--- src/design/illp_pkg.sv ---
// Package for the image list line parser: phase encoding, result kinds,
// result queue entry type and the keyword tables.
// Has no dependencies; used by image_list_line_parser_top.
package illp_pkg;

    typedef enum logic [10:0] {
        PH_LEAD     = 11'b000_0000_0001,
        PH_KEY      = 11'b000_0000_0010,
        PH_AFTERKEY = 11'b000_0000_0100,
        PH_BRACKET  = 11'b000_0000_1000,
        PH_SEP      = 11'b000_0001_0000,
        PH_WS1      = 11'b000_0010_0000,
        PH_SRC      = 11'b000_0100_0000,
        PH_WS2      = 11'b000_1000_0000,
        PH_TGT      = 11'b001_0000_0000,
        PH_DONE     = 11'b010_0000_0000,
        PH_IGNORE   = 11'b100_0000_0000
    } phase_t;

    localparam logic [1:0] KIND_SRC     = 2'd0;
    localparam logic [1:0] KIND_TGT     = 2'd1;
    localparam logic [1:0] KIND_COMMIT  = 2'd2;
    localparam logic [1:0] KIND_DISCARD = 2'd3;

    localparam logic [7:0] CH_CR     = 8'h0D;
    localparam logic [7:0] CH_LBRACK = 8'h5B;
    localparam logic [7:0] CH_RBRACK = 8'h5D;
    localparam logic [7:0] CH_QUOTE  = 8'h22;
    localparam logic [7:0] CH_BSLASH = 8'h5C;
    localparam logic [7:0] CH_EQUAL  = 8'h3D;
    localparam logic [7:0] CH_SPACE  = 8'h20;
    localparam logic [7:0] CH_TAB    = 8'h09;

    localparam int NUM_KW = 8;

    typedef struct packed {
        logic       last;
        logic [1:0] kind;
        logic [7:0] ch;
    } res_entry_t;

    function automatic logic is_ws(input logic [7:0] c);
        return (c == CH_SPACE) || (c >= 8'h09 && c <= 8'h0C);
    endfunction

    function automatic logic [3:0] kw_len(input logic [2:0] k);
        logic [3:0] len;
        case (k)
            3'd0:    len = 4'd7;
            3'd1:    len = 4'd9;
            3'd2:    len = 4'd9;
            3'd3:    len = 4'd7;
            3'd4:    len = 4'd6;
            3'd5:    len = 4'd4;
            3'd6:    len = 4'd4;
            default: len = 4'd3;
        endcase
        return len;
    endfunction

    // Keyword text right-aligned: the first character sits in the highest used byte.
    function automatic logic [71:0] kw_row(input logic [2:0] k);
        logic [71:0] row;
        case (k)
            3'd0:    row = 72'("primary");
            3'd1:    row = 72'("secondary");
            3'd2:    row = 72'("extension");
            3'd3:    row = 72'("variant");
            3'd4:    row = 72'("device");
            3'd5:    row = 72'("file");
            3'd6:    row = 72'("data");
            default: row = 72'("dll");
        endcase
        return row;
    endfunction

    // True when keyword k holds character c at position pos.
    function automatic logic kw_match(input logic [2:0] k, input logic [3:0] pos,
                                      input logic [7:0] c);
        logic [71:0] row;
        logic [3:0]  len;
        logic [6:0]  sh;
        logic        hit;
        row = kw_row(k);
        len = kw_len(k);
        hit = 1'b0;
        sh  = 7'd0;
        if (pos < len)
        begin
            sh  = {len - 4'd1 - pos, 3'b000};
            hit = (row[sh +: 8] == c);
        end
        return hit;
    endfunction

endpackage

--- src/design/image_list_line_parser_top.sv ---
// Image list line parser top level: per-byte line parsing and a small result queue.
// Depends on illp_pkg.
//
//  channel  dir  tdata               tuser      tlast
//  s_axis   in   [7:0] in_byte       -          last_byte
//  m_axis   out  [7:0] out_char      [1:0] kind last_result
//
// Each accepted byte is parsed in the cycle it arrives; its zero to two results are
// written into a four-entry queue that drains one result per cycle while the output is ready.
// A byte is taken whenever the queue has room for two results, so bytes stream at one
// per cycle as long as the output keeps up; a byte yielding two results leaves as two results.
// The asynchronous active-low reset clears the parser state and empties the queue.
module image_list_line_parser_top
(
    input  logic       clk,
    input  logic       rst_n,
    input  logic       s_axis_tvalid,
    output logic       s_axis_tready,
    input  logic [7:0] s_axis_tdata,   // [7:0] in_byte
    input  logic       s_axis_tlast,
    output logic       m_axis_tvalid,
    input  logic       m_axis_tready,
    output logic [7:0] m_axis_tdata,   // [7:0] out_char
    output logic [1:0] m_axis_tuser,   // [1:0] kind
    output logic       m_axis_tlast
);
    import illp_pkg::*;

    phase_t      phase_reg, phase_next;
    logic [7:0]  alive_reg, alive_next;
    logic [3:0]  pos_reg, pos_next;
    logic        quoted_reg, quoted_next;
    logic        first_reg, first_next;
    logic        skip_reg, skip_next;
    logic        pending_reg, pending_next;

    res_entry_t  queue_reg [4];
    logic [1:0]  wr_ptr_reg, rd_ptr_reg;
    logic [2:0]  count_reg;

    logic        accept, pop;
    logic [7:0]  c;
    logic        sep;
    logic [1:0]  n_res;
    res_entry_t  res0, res1;
    logic [7:0]  alive_key;
    logic [3:0]  pos_key;
    logic        hit_key;
    logic [1:0]  name_kind;
    logic        end_name;

    assign accept        = s_axis_tvalid && s_axis_tready;
    assign pop           = m_axis_tvalid && m_axis_tready;
    assign s_axis_tready = (count_reg <= 3'd2);
    assign m_axis_tvalid = (count_reg != 3'd0);
    assign m_axis_tdata  = queue_reg[rd_ptr_reg].ch;
    assign m_axis_tuser  = queue_reg[rd_ptr_reg].kind;
    assign m_axis_tlast  = queue_reg[rd_ptr_reg].last;

    assign c = (s_axis_tdata >= 8'h41 && s_axis_tdata <= 8'h5A) ?
               s_axis_tdata + 8'h20 : s_axis_tdata;
    assign sep = (c == CH_EQUAL) || (c == CH_SPACE) || (c == CH_TAB);

    // Keyword step; at line start the candidates restart from all alive at position zero.
    always_comb
    begin
        logic [7:0] alive_in;
        logic [3:0] pos_in;
        alive_in = (phase_reg == PH_LEAD) ? 8'hFF : alive_reg;
        pos_in   = (phase_reg == PH_LEAD) ? 4'd0 : pos_reg;
        pos_key  = pos_in + 4'd1;
        hit_key  = 1'b0;
        for (int k = 0; k < NUM_KW; k++)
        begin
            alive_key[k] = alive_in[k] && kw_match(3'(k), pos_in, c);
            if (alive_key[k] && kw_len(3'(k)) == pos_key)
            begin
                hit_key = 1'b1;
            end
        end
    end

    always_comb
    begin
        phase_next   = phase_reg;
        alive_next   = alive_reg;
        pos_next     = pos_reg;
        quoted_next  = quoted_reg;
        first_next   = first_reg;
        skip_next    = skip_reg;
        pending_next = pending_reg;
        n_res        = 2'd0;
        res0         = '0;
        res1         = '0;
        name_kind    = (phase_reg == PH_WS2 || phase_reg == PH_TGT) ? KIND_TGT : KIND_SRC;
        end_name     = quoted_reg ? (c == CH_QUOTE) : is_ws(c);

        if (skip_reg)
        begin
            skip_next = 1'b0;
        end
        else if (c == CH_CR)
        begin
            if ((phase_reg == PH_TGT || phase_reg == PH_DONE) && !first_reg)
            begin
                n_res = 2'd1;
                res0  = '{last: 1'b0, kind: KIND_COMMIT, ch: 8'h00};
            end
            else if (pending_reg)
            begin
                n_res = 2'd1;
                res0  = '{last: 1'b0, kind: KIND_DISCARD, ch: 8'h00};
            end
            pending_next = 1'b0;
            phase_next   = PH_LEAD;
            alive_next   = 8'hFF;
            pos_next     = 4'd0;
            quoted_next  = 1'b0;
            first_next   = 1'b1;
            skip_next    = 1'b1;
        end
        else
        begin
            case (phase_reg)
                PH_LEAD, PH_KEY:
                begin
                    if (phase_reg == PH_KEY || !is_ws(c))
                    begin
                        alive_next = alive_key;
                        pos_next   = pos_key;
                        if (alive_key == 8'h00)
                        begin
                            phase_next = PH_IGNORE;
                        end
                        else if (hit_key)
                        begin
                            phase_next = PH_AFTERKEY;
                        end
                        else
                        begin
                            phase_next = PH_KEY;
                        end
                    end
                end
                PH_AFTERKEY:
                begin
                    if (c == CH_LBRACK)
                    begin
                        phase_next = PH_BRACKET;
                    end
                    else
                    begin
                        phase_next = sep ? PH_WS1 : PH_IGNORE;
                    end
                end
                PH_BRACKET:
                begin
                    if (c == CH_RBRACK)
                    begin
                        phase_next = PH_SEP;
                    end
                end
                PH_SEP:
                begin
                    phase_next = sep ? PH_WS1 : PH_IGNORE;
                end
                PH_WS1, PH_WS2:
                begin
                    if (!is_ws(c))
                    begin
                        phase_next = (phase_reg == PH_WS1) ? PH_SRC : PH_TGT;
                        first_next = 1'b0;
                        if (c == CH_QUOTE)
                        begin
                            quoted_next = 1'b1;
                            first_next  = 1'b1;
                        end
                        else
                        begin
                            quoted_next = 1'b0;
                            if (c != CH_BSLASH)
                            begin
                                n_res        = 2'd1;
                                res0         = '{last: 1'b0, kind: name_kind, ch: c};
                                pending_next = 1'b1;
                            end
                        end
                    end
                end
                PH_SRC, PH_TGT:
                begin
                    if (end_name)
                    begin
                        phase_next = (phase_reg == PH_SRC) ? PH_WS2 : PH_DONE;
                    end
                    else
                    begin
                        first_next = 1'b0;
                        if (!(first_reg && c == CH_BSLASH))
                        begin
                            n_res        = 2'd1;
                            res0         = '{last: 1'b0, kind: name_kind, ch: c};
                            pending_next = 1'b1;
                        end
                    end
                end
                default:
                begin
                end
            endcase
        end

        if (s_axis_tlast)
        begin
            if (pending_next)
            begin
                if (n_res == 2'd0)
                begin
                    res0 = '{last: 1'b0, kind: KIND_DISCARD, ch: 8'h00};
                end
                else
                begin
                    res1 = '{last: 1'b0, kind: KIND_DISCARD, ch: 8'h00};
                end
                n_res = n_res + 2'd1;
            end
            phase_next   = PH_LEAD;
            alive_next   = 8'hFF;
            pos_next     = 4'd0;
            quoted_next  = 1'b0;
            first_next   = 1'b1;
            skip_next    = 1'b0;
            pending_next = 1'b0;
        end

        if (n_res == 2'd1)
        begin
            res0.last = 1'b1;
        end
        else if (n_res == 2'd2)
        begin
            res1.last = 1'b1;
        end
    end

    always_ff @(posedge clk or negedge rst_n)
    begin
        if (!rst_n)
        begin
            phase_reg   <= PH_LEAD;
            alive_reg   <= 8'hFF;
            pos_reg     <= 4'd0;
            quoted_reg  <= 1'b0;
            first_reg   <= 1'b1;
            skip_reg    <= 1'b0;
            pending_reg <= 1'b0;
        end
        else if (accept)
        begin
            phase_reg   <= phase_next;
            alive_reg   <= alive_next;
            pos_reg     <= pos_next;
            quoted_reg  <= quoted_next;
            first_reg   <= first_next;
            skip_reg    <= skip_next;
            pending_reg <= pending_next;
        end
    end

    always_ff @(posedge clk or negedge rst_n)
    begin
        if (!rst_n)
        begin
            wr_ptr_reg <= 2'd0;
            rd_ptr_reg <= 2'd0;
            count_reg  <= 3'd0;
        end
        else
        begin
            if (accept)
            begin
                wr_ptr_reg <= wr_ptr_reg + n_res;
            end
            if (pop)
            begin
                rd_ptr_reg <= rd_ptr_reg + 2'd1;
            end
            count_reg <= count_reg + (accept ? {1'b0, n_res} : 3'd0) - {2'b00, pop};
        end
    end

    always_ff @(posedge clk)
    begin
        if (accept && n_res != 2'd0)
        begin
            queue_reg[wr_ptr_reg] <= res0;
        end
        if (accept && n_res == 2'd2)
        begin
            queue_reg[wr_ptr_reg + 2'd1] <= res1;
        end
    end

endmodule
--- config.mk ---
export PLATFORM = sky130hd
export DESIGN_NAME = image_list_line_parser_top
export DESIGN_NICKNAME = d
export VERILOG_FILES = /design/src/design/illp_pkg.sv /design/src/design/image_list_line_parser_top.sv
export SDC_FILE = /design/constraint.sdc
export NUM_CORES = 1
export LEC_CHECK = 0
export ABC_AREA = 1
export BUFFER_PORTS_ARGS = -buffer_cell sky130_fd_sc_hd__buf_4
export CAP_MARGIN = 25
export CORE_MARGIN = 2
export CORE_UTILIZATION = 40
export DETAILED_ROUTE_END_ITERATION = 8
export PLACE_DENSITY_LB_ADDON = 0.3
export SYNTH_ARGS = -nofsm -noshare
export SYNTH_HDL_FRONTEND = slang
export SYNTH_SLANG_ARGS = --single-unit
--- constraint.sdc ---
create_clock -name clk -period 9.15 [get_ports clk]
set_input_delay 1.83 -clock clk [delete_from_list [all_inputs] [get_ports clk]]
set_output_delay 1.83 -clock clk [all_outputs]
set_load 0.005 [all_outputs]
# After elaboration in Yosys (flattened, before gate mapping)
# Memories as Yosys holds them, arrays and structs flattened.
# Index checks and enable logic that the tools add are counted.
totals:
  reg_bits: 34
  ramBits: 44
  input_bits: 13
  mem_count: 1
memory_table:
  columns: ["memory", "words", "width", "read_ports", "rd_ports_with_merged_regs", "write_ports", "line_no", "source"]
  rows:
  - ["queue_reg", 4, 11, 1, 0, 2, "image_list_line_parser_top.sv:37", "res_entry_t queue_reg [4];"]
classes:
  add_sub_neg: 13
  magnitude_cmp: 10
  eq_ne: 41
  n_shift: 8
  mux: 104
  n_reduce_logical: 48
ops:
  columns: ["cell", "n"]
  rows:
  - ["72-bit by 8-bit variable part select with 8-bit output (first input constant)", 8]
  - ["11-bit 2-to-1 mux", 15]
  - ["11-bit one-hot mux with 6 select lines", 1]
  - ["8-bit == test", 8]
  - ["10-bit 2-to-1 mux", 6]
  - ["8-bit 2-to-1 mux", 7]
  - ["9-bit 2-to-1 mux", 6]
  - ["1-bit 2-to-1 mux", 53]
  - ["8-bit by 6-bit == test with 1-bit output (second input constant)", 3]
  - ["8-bit by 7-bit == test with 1-bit output (second input constant)", 3]
  - ["1-bit logical AND", 24]
  - ["4-bit 2-to-1 mux", 6]
  - ["4-bit inequality test (second input constant)", 5]
  - ["9-bit one-hot mux with 2 select lines", 1]
  - ["8-bit by 4-bit == test with 1-bit output (second input constant)", 2]
  - ["3-bit by 4-bit == test with 1-bit output (first input constant)", 3]
  - ["4-bit by 3-bit less-than comparator with 1-bit output (second input constant)", 3]
  - ["3-bit nonzero test", 4]
  - ["11-bit by 1-bit == test with 1-bit output (second input constant)", 1]
  - ["11-bit by 10-bit == test with 1-bit output (second input constant)", 1]
  - ["11-bit by 2-bit == test with 1-bit output (second input constant)", 1]
  - ["11-bit by 3-bit == test with 1-bit output (second input constant)", 1]
  - ["11-bit by 4-bit == test with 1-bit output (second input constant)", 1]
  - ["11-bit by 5-bit == test with 1-bit output (second input constant)", 1]
  - ["41 further kinds", 60]

# Depth between registers and ports, before layout
logic_depth:
  ltp_word: 23
  mapped_depth: 26
  mapped_depth_nobuf: 26

# Worst setup path before layout
# OpenSTA, ideal clock, no wires.
synth_timing:
  kind: "input to register"
  start: "in s_axis_tdata[4]"
  end: "reg count_reg[2]"
  setup_ns: 0.129
  arrival_time_ns: 5.104
  required_time_ns: 9.021
  setup_slack_ns: 3.918
  stages: 26
  n_path_buf: 1
  cell_sequence: "clkbuf_2 inv_2 nand3_1 nand2_1 inv_2 nand2_4 nand2_1 nand2_2 nor2_4 nand3_1 nand3_1 nand2_1 nand2_2 nand3_1 a21boi_0 inv_1 ha_1 or2_2 nand3_2 ha_1 inv_1 ha_1 inv_1 fa_1 xnor2_1 xor2_1"
synth_between:
  elab_chain_len: 17
  word_cells_on_any_way: 38
  classes_between: "4 x add/sub; 4 x order compare; 5 x eq/ne; 21 x mux; 4 x reduce/logical"
synth_lines:
  columns: ["element", "line_no", "source"]
  rows:
  - ["start: declaration", "image_list_line_parser_top.sv:19", "input logic [7:0] s_axis_tdata,"]
  - ["8-bit by 7-bit greater-or-equal comparator with 1-bit output / 8-bit by 7-bit <= comparator with 1-bit output (equally long branches)", "image_list_line_parser_top.sv:60", "assign c = (s_axis_tdata >= 8'h41 && s_axis_tdata <= 8'h5A) ?"]
  - ["1-bit logical AND", "image_list_line_parser_top.sv:60", null]
  - ["8-bit 2-to-1 mux (*)", "image_list_line_parser_top.sv:60", null]
  - ["8-bit by 4-bit greater-or-equal comparator with 1-bit output / 8-bit by 4-bit <= comparator with 1-bit output (equally long branches)", "illp_pkg.sv:43", "return (c == CH_SPACE) || (c >= 8'h09 && c <= 8'h0C);"]
  - ["1-bit logical AND", "illp_pkg.sv:43", null]
  - ["1-bit logical OR", "illp_pkg.sv:43", null]
  - ["1-bit 2-to-1 mux", "image_list_line_parser_top.sv:96", "end_name = quoted_reg ? (c == CH_QUOTE) : is_ws(c);"]
  - ["1-bit 2-to-1 mux", "image_list_line_parser_top.sv:192", "if (end_name)"]
  - ["1-bit one-hot mux with 2 select lines", "image_list_line_parser_top.sv:124", "case (phase_reg)"]
  - ["2-bit 2-to-1 mux", "image_list_line_parser_top.sv:102", "else if (c == CH_CR)"]
  - ["2-bit 2-to-1 mux", "image_list_line_parser_top.sv:98", "if (skip_reg)"]
  - ["2-bit by 1-bit adder with 2-bit output", "image_list_line_parser_top.sv:225", "n_res = n_res + 2'd1;"]
  - ["2-bit 2-to-1 mux", "image_list_line_parser_top.sv:215", "if (pending_next)"]
  - ["2-bit 2-to-1 mux (*)", "image_list_line_parser_top.sv:213", "if (s_axis_tlast)"]
  - ["2-bit 2-to-1 mux (*)", "image_list_line_parser_top.sv:288", "count_reg <= count_reg + (accept ? {1'b0, n_res} : 3'd0) - {2'b00, pop};"]
  - ["3-bit by 2-bit adder with 3-bit output (*)", "image_list_line_parser_top.sv:288", null]
  - ["3-bit by 1-bit subtractor with 3-bit output (*)", "image_list_line_parser_top.sv:288", null]
  - ["end signal: assignment", "image_list_line_parser_top.sv:288", null]
  - ["end: declaration", "image_list_line_parser_top.sv:39", "logic [2:0] count_reg;"]
# Every way passes the cells marked *; elsewhere a longest branch is shown, timed or not.
# A chain may end at the register's enable or synchronous reset.

# Worst setup path after layout
layout_timing:
  start: "in s_axis_tdata[1]"
  end: "reg count_reg[2]"
# Same word-level chain as after synthesis.

==> reports/qor.yml <==
grt:
  grt_pass1_vias: 5493
  grt_pass1_wl_mm: 27.40
  grt_max_degree: 77
  grt-ovfl-total: 0
  grtUsageTotal_pct: 20.87
  antenna_found_initial: 0
synthesis:
  synth_cells: 928
  synth_edf_count: 12
  ys_ff_latch: 78
  synth_top_area_cell: "nand2_1"
  ys_seq_area_share_pct: 30.43
  synthDominantCellAreaShare_pct: 13.30
  synth_area_leaders: "nand2_1, dfxtp_1, dfrtp_1"
  synth_nets: 968
  synthFlopType: "dfxtp_1"
  synth-async-reset-ratio_pct: 43.59
  netlist_area_um2: 6126
  yosysWarnings: 0
  ys_types: 50
  synth_area_per_cell_um2: 6.601
run:
  maxCapViolCount: 0
hold_path:
  worstHoldStart: "queue_reg[1][5]"
  min_path_type: "flip-flop to flip-flop"
clock_tree:
  post_cts_buffers: 0
  path_clk_slew_ns: 0.06
  cts_tree: "done"
  cts_hold_buf: 0
  root_buffer: "clkbuf_16"
  htreeDepth: 3
  clockBufferDepth: 2
  cts_buffers: 9
  ctsResizeCount: 0
  clk-insertion-delay-late_ns: 0.34
  cts.sinks: 78
final_layout:
  drive_gt1_share_pct: 12.39
  fill_cells: 1584
  multi_input_area_um2: 3687
  diodes: 0
  nets: 971
  seqCellArea_um2: 1864
  syn2layout_area_growth_pct: 8.395
  largest_register_ff_count: 44
timing:
  slew_headroom_pct: 41.89
  fin_crit_sh_pct: 59.64
  skew_ns: 0.007246
  setup_ws_ns: 3.693
  setup_viol: 0
  timing.setup.tns_ns: 0
  clock.fmax_ghz: 0.1833
  fin_crit_ns: 5.457
  finalMaxSlewViolations: 0
  hold_violations: 0
  tightest_slew_ns: 0.8649
  rsz0062_at_grt: "no"
placed_design:
  portBuffers: 25
  dpl.hpwl_mm: 12.11
  dp_worst_setup_slack_ns: 3.360
  place_congestion: 0.9736
routing:
  drtIter0Drc: 419
  routed_wl_mm: 16.47
  drt_pass1_iterations: 5
  drcViolationCount: 0
  avgRoutedWirePerCell_um: 14.66
  drtAntennaViolNets: 0
  via_per_inst: 5.323
  vias: 5983
critical_path:
  cp_num_buf_inv: 5
  crit_family: "simple AND/OR/NAND/NOR gates"
  crit_slowest_cell: "fa_1"
  critPathArrivalTime_ns: 5.68
  critPathMaxFanout: 11
  end_kind: "flip-flop"
  worst-setup-path-type: "input pin to flip-flop"
  cp.required_ns: 9.37
  regToRegStartpoint: "phase_reg[6]"
  crit_path_frequent_cell: "inv_1"
  start_kind: "input pin"
  cpPeakStageDelay_ns: 0.37
  critical_path.startpoint: "s_axis_tdata[1]"
die:
  core-area_um2: 15090
  die_w_um: 127.8
  ios: 26
  initial_core_util_pct: 40.60
  rows: 45
  fp.dieH_um: 127.8
  dieArea_um2: 16320
power_and_ir_drop:
  p_leak_nw: 3.289
  vdd_drop_max_mv: 0.1565
  powerDensity_nw_per_um2: 310.2
status:
  outcome: "finished, final reports clean"
path summary, 6_finish.rpt:
check	endpoint	slack, ns	cells after the start
worst max-delay path	count_reg[2]	3.69	25
worst min-delay path	queue_reg[1][5]	0.48	2
worst max register to register	phase_reg[10]	4.87	21
worst min register to register	queue_reg[1][5]	0.48	2
max in group asynchronous	first_reg	7.38	1
min in group asynchronous	phase_reg[3]	1.43	1
power by group:
part	internal, mW	switching [mW]
clock	0.191	0.144
sequential	0.489	0.0849
combinational	0.407	0.743
kinds of logic (layout without fill, tap and decap cells):
group | count (synthesis) | after routing | share of synthesized area, %
fa+ha+maj | 27 | 27 | 5.637
compound gates | 164 | 164 | 15.75
xor+xnor | 16 | 16 | 2.288
flops | 78 | 78 | 30.43
buf+inv | 132 | 140 | 9.375
simple gates | 511 | 511 | 36.52
synthesized netlist by cell type (3+ instances only):
library cell and n:
o21ai_0 66, nand3_2 3, ha_1 26, o21ai_1 8, xnor2_1 3, a21oi_2 19
xor2_1 13, nor2_4 4, inv_1 83, a21oi_1 36, nor2_1 130, o22ai_1 15
nand2_1 217, edfxtp_1 12, nand3_1 99, dfstp_2 10, o211ai_1 3, o21a_1 4
buf_6 4, nand2_2 11, nor3_1 17, buf_4 3, dfxtp_1 32, nor4_1 4
dfrtp_1 24, inv_2 9, buf_1 3, nor2_2 7, buf_2 10, nand4_1 14
clkbuf_1 15
area by class of cell:
cell class | instances | area share [%]
multi-input cells | 718 | 55.53
flip-flops and latches | 78 | 28.08
inverters | 94 | 5.333
clock buffers | 11 | 3.656
well taps | 188 | 3.542
repair buffers | 30 | 3.392
clock inverters | 5 | 0.4711
per-stage QoR:
step	hold slack, ns	power [mW]	instances	util [%]	area, um2
floorplan	0.4463	1.413	928	-	6126
global placement	0.4572	1.706	1108	42.19	6366
detailed placement	0.4666	1.716	1108	42.19	6366
CTS	0.4825	2.058	1124	44.01	6640
global route	0.4994	2.244	1124	44.01	6640
finish	0.4768	2.060	1124	44.01	6640
worst register-to-register path: cells and delay by family, from the launching register on:
family                     cells  cell delay [ns]
AOI/OAI and AO/OA              2             0.28
adders and majority gates      2             0.90
buffers and inverters          3             0.57
DFF                            1             0.41
and+or+nand+nor               14             2.00
layout by cell type (no fill, tap or decap), types with 2 or more instances in the layout:
cell	Yosys	final
dfstp_2	10	10
a211oi_1	2	2
nand2_1	217	217
a21oi_1	36	36
buf_4	3	30
nand4_1	14	14
clkbuf_16	0	9
nor2_2	7	7
o22ai_1	15	15
dfrtp_1	24	24
nand2_2	11	11
nor4_1	4	4
inv_2	9	9
a21oi_2	19	19
nor2_1	130	130
nand3_1	99	99
o21ai_1	8	8
inv_4	0	2
nand3_2	3	3
dfxtp_1	32	32
or2_2	2	2
xnor2_1	3	3
o211ai_1	3	3
clkinv_2	1	3
o21ai_0	66	66
o21a_1	4	4
a21boi_0	2	2
nor3_1	17	17
a31oi_1	2	2
ha_1	26	26
xor2_1	13	13
inv_1	83	83
nor2_4	4	4
edfxtp_1	12	12
layer usage:
layer | global-route usage (%) | vias up | routed length [um]
li1 | - | 3061 | -
met4 | 5.365 | 0 | 225
met3 | 3.631 | 18 | 633
met5 | 0 | - | 0
met1 | 28.01 | 2765 | 7810
met2 | 34.92 | 139 | 7805
(Power assumes the default switching activity.)
